--- config.mk ---
export PLATFORM = sky130hd
export DESIGN_NAME = ascii_decimal_to_fixed
export DESIGN_NICKNAME = d
export VERILOG_FILES = /design/src/rtl/adtf_pkg.sv /design/src/rtl/adtf_fifo.sv /design/src/rtl/adtf_front.sv /design/src/rtl/adtf_back.sv /design/src/rtl/ascii_decimal_to_fixed.sv
export SDC_FILE = /design/constraint.sdc
export NUM_CORES = 1
export LEC_CHECK = 0
export BUFFER_PORTS_ARGS = -buffer_cell sky130_fd_sc_hd__clkbuf_2
export CORE_UTILIZATION = 30
export DETAILED_ROUTE_END_ITERATION = 8
export GPL_TIMING_DRIVEN = 0
export PLACE_DENSITY = 0.56
export RECOVER_POWER = 50
export SYNTH_ARGS = -nofsm -noshare
export SYNTH_HDL_FRONTEND = slang
export SYNTH_SLANG_ARGS = --single-unit
--- constraint.sdc ---
create_clock -name clk -period 20.2 [get_ports clk]
set_clock_uncertainty 0.1 [all_clocks]
set_input_delay 4.04 -clock clk [delete_from_list [all_inputs] [get_ports clk]]
set_output_delay 4.04 -clock clk [all_outputs]
set_load 0.02 [all_outputs]
--- src/rtl/adtf_pkg.sv ---
// ============================================================================
// adtf_pkg
// Shared types and constants of the ASCII decimal to fixed point parser.
// ============================================================================
`default_nettype none

package adtf_pkg;

	// Character codes that the parser recognizes.
	localparam logic [7:0] CH_MINUS = 8'h2D;
	localparam logic [7:0] CH_POINT = 8'h2E;
	localparam logic [7:0] CH_ZERO  = 8'h30;
	localparam logic [7:0] CH_NINE  = 8'h39;

	// Result status codes.
	localparam logic [1:0] ST_OK       = 2'd0;
	localparam logic [1:0] ST_NO_DIGIT = 2'd1;
	localparam logic [1:0] ST_TWO_PTS  = 2'd2;
	localparam logic [1:0] ST_INT_SAT  = 2'd3;

	// Depth of the queues between front, back and result port.
	localparam int QUEUE_DEPTH = 2;

	// Fraction digit weight index: the weight reaches zero after nine steps.
	localparam int WIDX_W = 4;
	localparam logic [WIDX_W-1:0] WIDX_LAST = 4'd9;

	typedef enum logic [1:0] {
		CL_DIGIT = 2'd0,
		CL_MINUS = 2'd1,
		CL_POINT = 2'd2,
		CL_OTHER = 2'd3
	} char_class_t;

	typedef struct packed {
		logic       start_req;
		logic [7:0] char_code;
	} in_item_t;

	typedef struct packed {
		logic        start_req;
		char_class_t cls;
		logic [3:0]  digit;
	} cls_item_t;

	typedef struct packed {
		logic signed [63:0] value;
		logic [1:0]         status;
		logic [7:0]         chars_used;
	} out_item_t;

	// Weight of a fraction digit in units of 2^-32. It starts at one tenth
	// rounded up and is divided by ten with truncation for each digit.
	function automatic logic [31:0] frac_weight(input logic [WIDX_W-1:0] idx);
		logic [31:0] w;
		unique case (idx)
			4'd0:    w = 32'h1999999A;
			4'd1:    w = 32'd42949673;
			4'd2:    w = 32'd4294967;
			4'd3:    w = 32'd429496;
			4'd4:    w = 32'd42949;
			4'd5:    w = 32'd4294;
			4'd6:    w = 32'd429;
			4'd7:    w = 32'd42;
			4'd8:    w = 32'd4;
			default: w = 32'd0;
		endcase
		return w;
	endfunction

endpackage

`default_nettype wire

--- src/rtl/adtf_fifo.sv ---
// ============================================================================
// adtf_fifo
// Small register queue with full and empty flags.
// ============================================================================
`default_nettype none

module adtf_fifo #(
	parameter int WIDTH = 8,
	parameter int DEPTH = 2
) (
	input  wire logic             clk,
	input  wire logic             arst_n,
	input  wire logic             push,
	input  wire logic [WIDTH-1:0] wdata,
	output logic                  full,
	input  wire logic             pop,
	output logic [WIDTH-1:0]      rdata,
	output logic                  empty
);

	localparam int PW = (DEPTH > 1) ? $clog2(DEPTH) : 1;
	localparam int CW = $clog2(DEPTH + 1);

	logic [WIDTH-1:0] mem_q [DEPTH];
	logic [PW-1:0]    wptr_q;
	logic [PW-1:0]    rptr_q;
	logic [CW-1:0]    count_q;
	logic             wr;
	logic             rd;

	assign full  = (count_q == CW'(DEPTH));
	assign empty = (count_q == '0);
	assign wr    = push && !full;
	assign rd    = pop && !empty;
	assign rdata = mem_q[rptr_q];

	always_ff @(posedge clk or negedge arst_n) begin
		if (!arst_n) begin
			wptr_q  <= '0;
			rptr_q  <= '0;
			count_q <= '0;
		end else begin
			if (wr) begin
				wptr_q <= (wptr_q == PW'(DEPTH - 1)) ? '0 : wptr_q + 1'b1;
			end
			if (rd) begin
				rptr_q <= (rptr_q == PW'(DEPTH - 1)) ? '0 : rptr_q + 1'b1;
			end
			if (wr && !rd) begin
				count_q <= count_q + 1'b1;
			end else if (rd && !wr) begin
				count_q <= count_q - 1'b1;
			end
		end
	end

	always_ff @(posedge clk) begin
		if (wr) begin
			mem_q[wptr_q] <= wdata;
		end
	end

endmodule

`default_nettype wire

--- src/rtl/adtf_front.sv ---
// ============================================================================
// adtf_front
// Character classifier: sorts each character into digit, sign, point or
// terminator and extracts the digit value.
// ============================================================================
`default_nettype none

module adtf_front (
	input  wire logic              push,
	input  wire logic              q_full,
	input  wire adtf_pkg::in_item_t item,
	output logic                   q_push,
	output adtf_pkg::cls_item_t    q_item
);

	assign q_push = push && !q_full;

	always_comb begin
		q_item.start_req = item.start_req;
		q_item.digit     = 4'(item.char_code - adtf_pkg::CH_ZERO);
		unique case (item.char_code) inside
			[adtf_pkg::CH_ZERO:adtf_pkg::CH_NINE]: q_item.cls = adtf_pkg::CL_DIGIT;
			adtf_pkg::CH_MINUS:                    q_item.cls = adtf_pkg::CL_MINUS;
			adtf_pkg::CH_POINT:                    q_item.cls = adtf_pkg::CL_POINT;
			default:                               q_item.cls = adtf_pkg::CL_OTHER;
		endcase
	end

endmodule

`default_nettype wire

--- src/rtl/adtf_back.sv ---
// ============================================================================
// adtf_back
// Parser state machine with integer and fraction accumulators. Takes one
// classified character per cycle unless res_full; a result closes the number.
// ============================================================================
`default_nettype none

module adtf_back #(
	parameter int FRAC_BITS = 32,
	parameter int INT_BITS  = 32
) (
	input  wire logic               clk,
	input  wire logic               arst_n,
	input  wire logic               item_valid,
	input  wire adtf_pkg::cls_item_t item,
	output logic                    item_pop,
	input  wire logic               res_full,
	output logic                    res_push,
	output adtf_pkg::out_item_t     res
);

	typedef enum logic [3:0] {
		PH_IDLE = 4'b0001,
		PH_NEED = 4'b0010,
		PH_INT  = 4'b0100,
		PH_FRAC = 4'b1000
	} phase_t;

	localparam int IW = INT_BITS + 4;
	localparam logic [INT_BITS-1:0] INT_MAX = INT_BITS'((64'd1 << (INT_BITS - 1)) - 64'd1);

	phase_t                   phase_q, phase_d;
	logic                     neg_q, neg_d;
	logic [INT_BITS-1:0]      int_acc_q, int_acc_d;
	logic                     int_sat_q, int_sat_d;
	logic [31:0]              frac_acc_q, frac_acc_d;
	logic [adtf_pkg::WIDX_W-1:0] widx_q, widx_d;
	logic [7:0]               count_q, count_d;

	logic                     fire;
	logic                     emit;
	logic [1:0]               emit_status;
	logic [7:0]               count_inc;
	logic [IW-1:0]            int_sum;
	logic                     int_over;
	logic [35:0]              frac_prod;
	logic [36:0]              frac_sum;
	logic [31:0]              frac_new;
	logic [FRAC_BITS-1:0]     frac_field;
	logic [63:0]              mag;

	assign fire     = item_valid && !res_full;
	assign item_pop = fire;

	assign count_inc = (count_q == 8'hFF) ? count_q : count_q + 8'd1;

	// Integer step: acc * 10 + d, clamped to the largest positive value.
	assign int_sum  = (IW'(int_acc_q) << 3) + (IW'(int_acc_q) << 1) + IW'(item.digit);
	assign int_over = (int_sum > IW'(INT_MAX));

	// Fraction step: acc + d * weight, clamped at all ones.
	assign frac_prod = 36'(item.digit) * 36'(adtf_pkg::frac_weight(widx_q));
	assign frac_sum  = 37'(frac_acc_q) + 37'(frac_prod);
	assign frac_new  = (frac_sum > 37'h0FFFFFFFF) ? 32'hFFFFFFFF : frac_sum[31:0];

	always_comb begin
		phase_d     = phase_q;
		neg_d       = neg_q;
		int_acc_d   = int_acc_q;
		int_sat_d   = int_sat_q;
		frac_acc_d  = frac_acc_q;
		widx_d      = widx_q;
		count_d     = count_q;
		emit        = 1'b0;
		emit_status = adtf_pkg::ST_OK;

		if (item.start_req) begin
			phase_d    = PH_IDLE;
			neg_d      = 1'b0;
			int_acc_d  = '0;
			int_sat_d  = 1'b0;
			frac_acc_d = '0;
			widx_d     = '0;
			count_d    = '0;
			case (item.cls)
				adtf_pkg::CL_MINUS: begin
					neg_d   = 1'b1;
					phase_d = PH_NEED;
					count_d = 8'd1;
				end
				adtf_pkg::CL_DIGIT: begin
					int_acc_d = INT_BITS'(item.digit);
					phase_d   = PH_INT;
					count_d   = 8'd1;
				end
				default: begin
					emit        = 1'b1;
					emit_status = adtf_pkg::ST_NO_DIGIT;
				end
			endcase
		end else begin
			unique case (phase_q)
				PH_NEED: begin
					if (item.cls == adtf_pkg::CL_DIGIT) begin
						int_acc_d = int_over ? INT_MAX : int_sum[INT_BITS-1:0];
						int_sat_d = int_sat_q || int_over;
						phase_d   = PH_INT;
						count_d   = count_inc;
					end else begin
						emit        = 1'b1;
						emit_status = adtf_pkg::ST_NO_DIGIT;
					end
				end
				PH_INT: begin
					if (item.cls == adtf_pkg::CL_DIGIT) begin
						int_acc_d = int_over ? INT_MAX : int_sum[INT_BITS-1:0];
						int_sat_d = int_sat_q || int_over;
						count_d   = count_inc;
					end else if (item.cls == adtf_pkg::CL_POINT) begin
						phase_d = PH_FRAC;
						count_d = count_inc;
					end else begin
						emit = 1'b1;
					end
				end
				PH_FRAC: begin
					if (item.cls == adtf_pkg::CL_DIGIT) begin
						frac_acc_d = frac_new;
						widx_d     = (widx_q == adtf_pkg::WIDX_LAST) ? widx_q : widx_q + 1'b1;
						count_d    = count_inc;
					end else if (item.cls == adtf_pkg::CL_POINT) begin
						emit        = 1'b1;
						emit_status = adtf_pkg::ST_TWO_PTS;
					end else begin
						emit = 1'b1;
					end
				end
				default: begin
				end
			endcase
		end

		// Every result closes the number.
		if (emit) begin
			phase_d    = PH_IDLE;
			neg_d      = 1'b0;
			int_acc_d  = '0;
			int_sat_d  = 1'b0;
			frac_acc_d = '0;
			widx_d     = '0;
			count_d    = '0;
		end
	end

	// Result assembly from the state that the number reached before its end.
	assign frac_field = int_sat_q ? '1 : frac_acc_q[31 -: FRAC_BITS];
	assign mag        = (64'(int_acc_q) << FRAC_BITS) | 64'(frac_field);

	always_comb begin
		res.chars_used = item.start_req ? 8'd0 : count_q;
		if (emit_status == adtf_pkg::ST_OK) begin
			res.status = int_sat_q ? adtf_pkg::ST_INT_SAT : adtf_pkg::ST_OK;
			res.value  = neg_q ? -$signed(mag) : $signed(mag);
		end else begin
			res.status = emit_status;
			res.value  = '0;
		end
	end

	assign res_push = fire && emit;

	always_ff @(posedge clk or negedge arst_n) begin
		if (!arst_n) begin
			phase_q    <= PH_IDLE;
			neg_q      <= 1'b0;
			int_acc_q  <= '0;
			int_sat_q  <= 1'b0;
			frac_acc_q <= '0;
			widx_q     <= '0;
			count_q    <= '0;
		end else if (fire) begin
			phase_q    <= phase_d;
			neg_q      <= neg_d;
			int_acc_q  <= int_acc_d;
			int_sat_q  <= int_sat_d;
			frac_acc_q <= frac_acc_d;
			widx_q     <= widx_d;
			count_q    <= count_d;
		end
	end

	a_push_room: assert property (@(posedge clk) disable iff (!arst_n)
		res_push |-> !res_full)
		else $error("result pushed into a full queue");

	a_sat_max: assert property (@(posedge clk) disable iff (!arst_n)
		int_sat_q |-> (int_acc_q == INT_MAX))
		else $error("saturated integer part is not at its maximum");

	a_idle_clear: assert property (@(posedge clk) disable iff (!arst_n)
		(phase_q == PH_IDLE) |-> (count_q == 8'd0 && !neg_q && int_acc_q == '0))
		else $error("idle parser holds a partial number");

	a_widx_frac: assert property (@(posedge clk) disable iff (!arst_n)
		(widx_q != '0) |-> (phase_q == PH_FRAC))
		else $error("fraction weight advanced outside the fraction part");

	a_emit_close: assert property (@(posedge clk) disable iff (!arst_n)
		res_push |=> (phase_q == PH_IDLE && count_q == 8'd0))
		else $error("number not closed after its result");

endmodule

`default_nettype wire

--- src/rtl/ascii_decimal_to_fixed.sv ---
// ============================================================================
// ascii_decimal_to_fixed
// Streaming parser of ASCII decimal numbers into signed fixed point.
// ============================================================================
// Throughput: one character item per cycle, sustained, with pop held high.
// A terminating item is registered in the classified item queue, then the
//   parser stage writes its result into the result queue (empty low).
// The parser stage consumes one classified item per cycle while the result
//   queue has room, so an item can enter while a result waits to be popped.
// Reset: arst_n clears the queues and the parser state at once; no
//   clearing pass is needed and an item can be pushed right after reset.
// ============================================================================
`default_nettype none

module ascii_decimal_to_fixed #(
	parameter int FRAC_BITS = 32,
	parameter int INT_BITS  = 32
) (
	input  wire logic               clk,
	input  wire logic               arst_n,
	input  wire logic               push,
	output logic                    full,
	input  wire adtf_pkg::in_item_t item,
	output logic                    empty,
	input  wire logic               pop,
	output adtf_pkg::out_item_t     result
);

	// The front classifies each character as it is pushed and writes the
	// class and digit value into a short queue. The parser in the back
	// drains that queue at one item per cycle whenever the result queue has
	// room, so either side can stall without stopping the other at once.

	localparam int CLS_W = $bits(adtf_pkg::cls_item_t);
	localparam int OUT_W = $bits(adtf_pkg::out_item_t);

	logic                mid_push;
	logic                mid_full;
	logic                mid_empty;
	logic                mid_pop;
	adtf_pkg::cls_item_t mid_wdata;
	adtf_pkg::cls_item_t mid_rdata;
	logic                res_push;
	logic                res_full;
	adtf_pkg::out_item_t res_wdata;

	// The input side looks full exactly when the classified item queue is.
	assign full = mid_full;

	adtf_front u_front (
		.push   (push),
		.q_full (mid_full),
		.item   (item),
		.q_push (mid_push),
		.q_item (mid_wdata)
	);

	adtf_fifo #(
		.WIDTH (CLS_W),
		.DEPTH (adtf_pkg::QUEUE_DEPTH)
	) u_mid_q (
		.clk    (clk),
		.arst_n (arst_n),
		.push   (mid_push),
		.wdata  (mid_wdata),
		.full   (mid_full),
		.pop    (mid_pop),
		.rdata  (mid_rdata),
		.empty  (mid_empty)
	);

	// The parser keeps the sign, the integer and fraction accumulators, the
	// fraction digit weight and the character count of the open number.
	// A terminator, a missing digit or a second point produces one result.
	adtf_back #(
		.FRAC_BITS (FRAC_BITS),
		.INT_BITS  (INT_BITS)
	) u_back (
		.clk        (clk),
		.arst_n     (arst_n),
		.item_valid (!mid_empty),
		.item       (mid_rdata),
		.item_pop   (mid_pop),
		.res_full   (res_full),
		.res_push   (res_push),
		.res        (res_wdata)
	);

	// Results wait here until popped; the oldest one is always on the port.
	adtf_fifo #(
		.WIDTH (OUT_W),
		.DEPTH (adtf_pkg::QUEUE_DEPTH)
	) u_res_q (
		.clk    (clk),
		.arst_n (arst_n),
		.push   (res_push),
		.wdata  (res_wdata),
		.full   (res_full),
		.pop    (pop),
		.rdata  (result),
		.empty  (empty)
	);

endmodule

`default_nettype wire

* After elaboration in Yosys (flattened, before gate mapping)
Memory sizes are Yosys's and may differ from the RTL's.
Index checks and enable logic that the tools add are counted.
Widths: inputs -> output; s select.
** Cells by class
- Magnitude comparators :: 4
- Muxes and demuxes :: 68
- Eq/ne operators :: 17
- Add/subtract/negate cells :: 15
- Bitwise gates (word level) :: 1
- Multipliers :: 1
- Reduce and logical (&&, ||, !) cells :: 42
** Operator list (count)
- $mux 32 :: 11
- $mux 66 :: 1
- $mux 64 :: 1
- $neg 64->64 :: 1
- $or 64x32->64 :: 1
- $mux 8 :: 7
- $mux 4 :: 11
- $add 32x36->37 :: 1
- $gt 37x32->1 const B :: 1
- $add 35x33->36 :: 1
- $add 36x4->36 :: 1
- $gt 36x31->1 const B :: 1
- $mul 4x32->36 :: 1
- $mux 1 :: 23
- $eq 8x6->1 const B :: 2
- $mux 2 :: 8
- $pmux 8 s2 :: 1
- $logic_and 1x1->1 :: 12
- $ne 4x1->1 const B :: 3
- $reduce_bool 3->1 :: 3
- $add 8x1->8 const B :: 1
- $eq 4x4->1 const B :: 2
- $eq 8x8->1 const B :: 1
- $ge 8x6->1 const B :: 1
- other kinds (28) :: 52
** Word-level totals
- Memory bits (writable) :: 162
- Register bits after elaboration :: 90
- Input port bits :: 13
- Logic and storage cells :: 164
- Memories :: 3
- ROM bits :: 432
** Memories
- (no name shown) :: depth 16, bits a word 27, read ports 1, clocked after memory_dff 0, write ports 0, line adtf_pkg.sv:56 : unique case (idx)
- u_res_q.mem_q :: depth 2, bits a word 74, read ports 1, clocked after memory_dff 0, write ports 1, line adtf_fifo.sv:24 : logic [WIDTH-1:0] mem_q [DEPTH];
- u_mid_q.mem_q :: depth 2, bits a word 7, read ports 1, clocked after memory_dff 0, write ports 1, line adtf_fifo.sv:24

* Depth between registers and ports, before layout
An unclocked memory read counts as a cell.
- Depth after elaboration :: 12
- Depth in mapped cells :: 26
- Depth with buffers taken out :: 23

* By module
Synthesis repeated with hierarchy kept, for this count alone.
** Second synthesis, totals
- Cells, all modules :: 1910
- Area, all modules :: 18982.0 um^2
** Modules (own cells, without submodules)
- adtf_back :: area each 12409.4 um^2, cells each 1605, times used 1
- adtf_fifo (u_res_q) :: area each 5739.3 um^2, cells each 249, times used 1
- adtf_fifo (u_mid_q) :: area each 710.7 um^2, cells each 41, times used 1
- adtf_front :: area each 118.9 um^2, cells each 14, times used 1
- ascii_decimal_to_fixed :: area each 3.8 um^2, cells each 1, times used 1

* Worst setup path after synthesis
OpenSTA, ideal clock, no wires.
- Kind :: reg2reg
- From :: register u_back.phase_q[3]
- To :: memory u_res_q.mem_q[0][0] (netlist name), enable pin
- Clock period less this slack :: 7.311 ns
- Setup time :: 0.597 ns
- Path slack :: 12.889 ns
- Arrival :: 6.614 ns
- Required time :: 19.503 ns
- Path buffers :: 0
- Stages on the path, launching flop included :: 6
- Path through :: dfrtp_1 -> nor4b_1 -> nor2_1 -> o21ai_1 -> nand2_1 -> nor3_1
** Between the ends
- Cells in the longest elaborated chain, start to end :: 8
- Elaborated cells on any way between the ends :: 10
- Those cells by class :: eq/ne (3); mux (4); reduce/logical (3)
** RTL lines
- start, declared :: line adtf_back.sv:32 : phase_t phase_q, phase_d;
- start signal, assigned :: line adtf_back.sv:182 : phase_q <= phase_d;
- $eq 4x2->1 / $eq 4x4->1 (equally long branches) :: line adtf_back.sv:102 : unique case (phase_q)
- $reduce_or 2->1 (no line)
- $pmux 1 s2 * :: line adtf_back.sv:102
- $mux 1 * :: line adtf_back.sv:77 : if (item.start_req) begin
- $logic_and 1x1->1 * :: line adtf_back.sv:170 : assign res_push = fire && emit;
- $logic_and 1x1->1 * :: line adtf_fifo.sv:33 : assign wr = push && !full;
- $mux 1 * :: line adtf_fifo.sv:58 : if (wr) begin
- $mux 1 (not written as such) * :: line adtf_fifo.sv:59 : mem_q[wptr_q] <= wdata;
- end, declared :: line adtf_fifo.sv:24
Mark *: on every way between the ends. The rest lies on a longest branch, timed or not.

* Final worst setup path
- From :: register u_mid_q.rptr_q
- To :: register u_back.frac_acc_q[27]
** Between the ends
- Cells in the longest elaborated chain, start to end :: 9
- Elaborated cells on any way between the ends :: 22
- Those cells by class :: add/sub (1); mul (1); order compare (1); eq/ne (2); mux (11); reduce/logical (5); memory (1)
** RTL lines
- start, declared :: line adtf_fifo.sv:26 : logic [PW-1:0] rptr_q;
- start signal, assigned :: line adtf_fifo.sv:47 : rptr_q <= (rptr_q == PW'(DEPTH - 1)) ? '0 : rptr_q + 1'b1;
- $mem_v2 2x7 *
- $mul 4x32->36 :: line adtf_back.sv:62 : assign frac_prod = 36'(item.digit) * 36'(adtf_pkg::frac_weight(widx_q));
- $add 32x36->37 :: line adtf_back.sv:63 : assign frac_sum = 37'(frac_acc_q) + 37'(frac_prod);
- $gt 37x32->1 :: line adtf_back.sv:64 : assign frac_new = (frac_sum > 37'h0FFFFFFFF) ? 32'hFFFFFFFF : frac_sum[31:0];
- $mux 32 :: line adtf_back.sv:64
- $mux 32 :: line adtf_back.sv:127 : if (item.cls == adtf_pkg::CL_DIGIT) begin
- $mux 32 :: line adtf_back.sv:102
- $mux 32 :: line adtf_back.sv:77
- $mux 32 :: line adtf_back.sv:144 : if (emit) begin
- end signal, assigned :: line adtf_back.sv:186 : frac_acc_q <= frac_acc_d;
- end, declared :: line adtf_back.sv:36 : logic [31:0] frac_acc_q, frac_acc_d;
Mark *: on every way between the ends. The rest lies on a longest branch, timed or not. The select of a mux whose other input is x is not followed.
A chain may end at the register's enable or synchronous reset.

==> flow_summary.json <==
{
  "outcome": "complete, but fails checks",
  "violations": "capacitance limit, slew limit",
  "portBuffers": 88,
  "yosys_warnings": 0,
  "synthesis.area_um2": 18500,
  "grt_overflow": 0,
  "r2r_cells": 23,
  "first_global_vias": 13800,
  "clock_latency_ns": 0.55,
  "synth.yosys.seq_area_share": 0.386,
  "cts.sinks": 252,
  "fmax_mhz": 124,
  "dp_hpwl_mm": 39.8,
  "reg2reg_to": "u_back.frac_acc_q[27]",
  "synth.avg_cell_area_um2": 9.71,
  "cp_cell_sequence": "clkbuf_1 > mux2i_1 > nor3_1 > nand2_1 > nand2_1 > fa_1 > fa_1 > inv_1 > fa_1 > inv_1 > ha_1 > clkbuf_1 > nand4_1 > a211oi_1 > a21oi_1 > nor4_1 > nor3_1 > o21a_1 > o21ai_0 > mux2_2 > clkbuf_1 > nor2_1 > o21ai_0",
  "synth_nets": 2116,
  "antenna_found_initial": 2,
  "cts_buffers": 26,
  "synth_top_area_frac": 0.264,
  "holdCritPathClass": "flop to flop",
  "maxSlewViolCount": 170,
  "drive_above_1_share": 0.109,
  "async_flop_share": 0.357,
  "setup_viol": 0,
  "r2r-start": "u_mid_q.rptr_q",
  "maxCapViolations": 4,
  "ant_nets": 0,
  "cts.repair.resized": 0,
  "crit_path_top_delay_cell": "mux2i_1",
  "min_from": "u_res_q.wptr_q",
  "tritoncts": "yes",
  "cp_top_family": "simple AND/OR/NAND/NOR gates",
  "cts_setup_buffers": 0,
  "cts_htree_levels": 1,
  "gp_congestion": 0.919,
  "synth_area_leaders": "edfxtp_1 (26%), dfrtp_1 (12%), fa_1 (8.5%)",
  "slew_headroom": -1.27,
  "most-common-layout-cells": "nor2_1 (250), inv_1 (183), edfxtp_1 (162)",
  "setup_tns_ns": 0,
  "clkTransAtPathRegs_ns": 0.06,
  "n_antenna_cell": 0,
  "rows": 90,
  "cts_root_buffer": "clkbuf_16",
  "cp.arrival_ns": 8.35,
  "post-route-min-period_ns": 8.04,
  "post-route-drc-count": 0,
  "synth_enable_flop_cells": 162,
  "drtIter0Drc": 1123,
  "post_drt_wl_per_cell_um": 17.5,
  "rrSetupSlack_ns": 12.16,
  "die_area_um2": 62500,
  "finalCritPeriodShare": 0.398,
  "crit_fanout": 10,
  "vias": 14100,
  "holdPathStages": 1,
  "rsz0062_at_grt": "no",
  "cp_num_buf_inv": 5,
  "grt_pass1_wl_mm": 78.0,
  "crit_path_end_kind": "flop",
  "clk_path_buf_depth": 3,
  "syn_to_final_growth_pct": 12.4,
  "ioPinCount": 89,
  "num-nets-final": 2241,
  "die_h_um": 250,
  "die_w_um": 250,
  "synthFlopType": "edfxtp_1",
  "hold_viol": 0,
  "final_common_cell": "nor2_1",
  "hold_buffers": 0,
  "wl_mm": 49.5,
  "first_pass_iters": 5,
  "coreArea_um2": 60600,
  "synth_top_area_cell": "edfxtp_1",
  "synthCells": 1901,
  "drt-vias-per-instance": 4.99,
  "yosys_register_bits": 252,
  "crit_required_ns": 20.51,
  "grt_use_total": 0.157,
  "cp_slowest_stage_delay_ns": 0.74,
  "worst_slew_pin_slew_ns": 3.41,
  "start_util": 0.305,
  "synth.distinct_cells": 70,
  "grt_max_degree": 65,
  "whs_endpoint": "u_res_q.wptr_q",
  "start_kind": "flop",
  "path_class": "flop to flop"
}
[area by class of cell]
type,count,area [um2]
clock buffers,38,747
repair buffers,97,467
flip-flops and latches,252,7120
multi-input cells,1385,10300
clock inverters,7,95.1
well taps,782,978
plain buffers,80,312
inverters,184,691
fillers,6107,39800
[synth_stat cells (all sizes together) (15+ instances only)]
cell type and n:
a221o 18, fa 78, xnor2 53, dfrtp 89, nor4 15, a31oi 17, o31ai 20, nand2 137
clkbuf 74, nand3 43, mux2 81, o21ai 110, xor2 62, nand2b 25, a21o 33, o22a 15
edfxtp 162, ha 124, nor3 24, nor2 250, and2 23, a21oi 97, inv 183
[cell families after synthesis]
kind of cell,synth area share
and+or+nand+nor,0.144
adders and majority gates,0.169
buffers and inverters,0.0543
DFF,0.386
xor gates and xnor gates,0.0546
muxes,0.0537
AOI/OAI and AO/OA,0.139
[metal layers]
metal  global-route usage  wire (um)  vias to the layer above  part of all wire
met5                    0         21                        -           0.00042
met4               0.0421       1020                        4             0.021
met3               0.0163       2100                       65             0.042
met2                0.249      22200                      354              0.45
met1                0.226      24200                     6772              0.49
li1                     -          -                     6893                 -
[state kept, by name (all words and copies together) (netlist names), 2 cells and up]
| register | flops |
|---|---|
| u_back.int_acc_q | 32 |
| u_back.widx_q | 4 |
| u_res_q.count_q | 2 |
| u_mid_q.count_q | 2 |
| u_back.count_q | 8 |
| u_back.frac_acc_q | 32 |
| u_back.phase_q | 4 |
| u_res_q.mem_q | 148 |
| u_mid_q.mem_q | 14 |
[worst max-delay path by stage]
stage / start / slack (ns) / cells after the start / end
3_3_place_gp: u_back.phase_q[3] / 9.53 / 5 / u_res_q.mem_q[0][67]
4_1_cts: u_mid_q.rptr_q / 12.21 / 23 / u_back.frac_acc_q[27]
5_1_grt: arst_n / 11.14 / 2 / u_back.int_acc_q[14]
2_1_floorplan: u_back.phase_q[3] / 12.89 / 5 / u_res_q.mem_q[0][0]
3_5_place_dp: u_mid_q.rptr_q / 12.23 / 23 / u_back.frac_acc_q[27]
6_report: u_mid_q.rptr_q / 12.16 / 23 / u_back.frac_acc_q[27]
[per-stage QoR]
step	util	hold slack, ns	std cells	cell area [um2]	setup WS, ns
6_report	0.342	0.385	2825	20700	12.16
5_1_grt	0.342	0.411	2825	20700	11.14
4_1_cts	0.345	0.404	2825	20900	12.21
3_5_place_dp	0.331	0.391	2780	20000	12.23
3_3_place_gp	0.328	0.376	2771	19900	9.53
2_1_floorplan	-	0.356	1901	18500	12.89
Power is not shown: default switching activity piles up to over one toggle a cycle in this logic, so the estimate is an artifact.
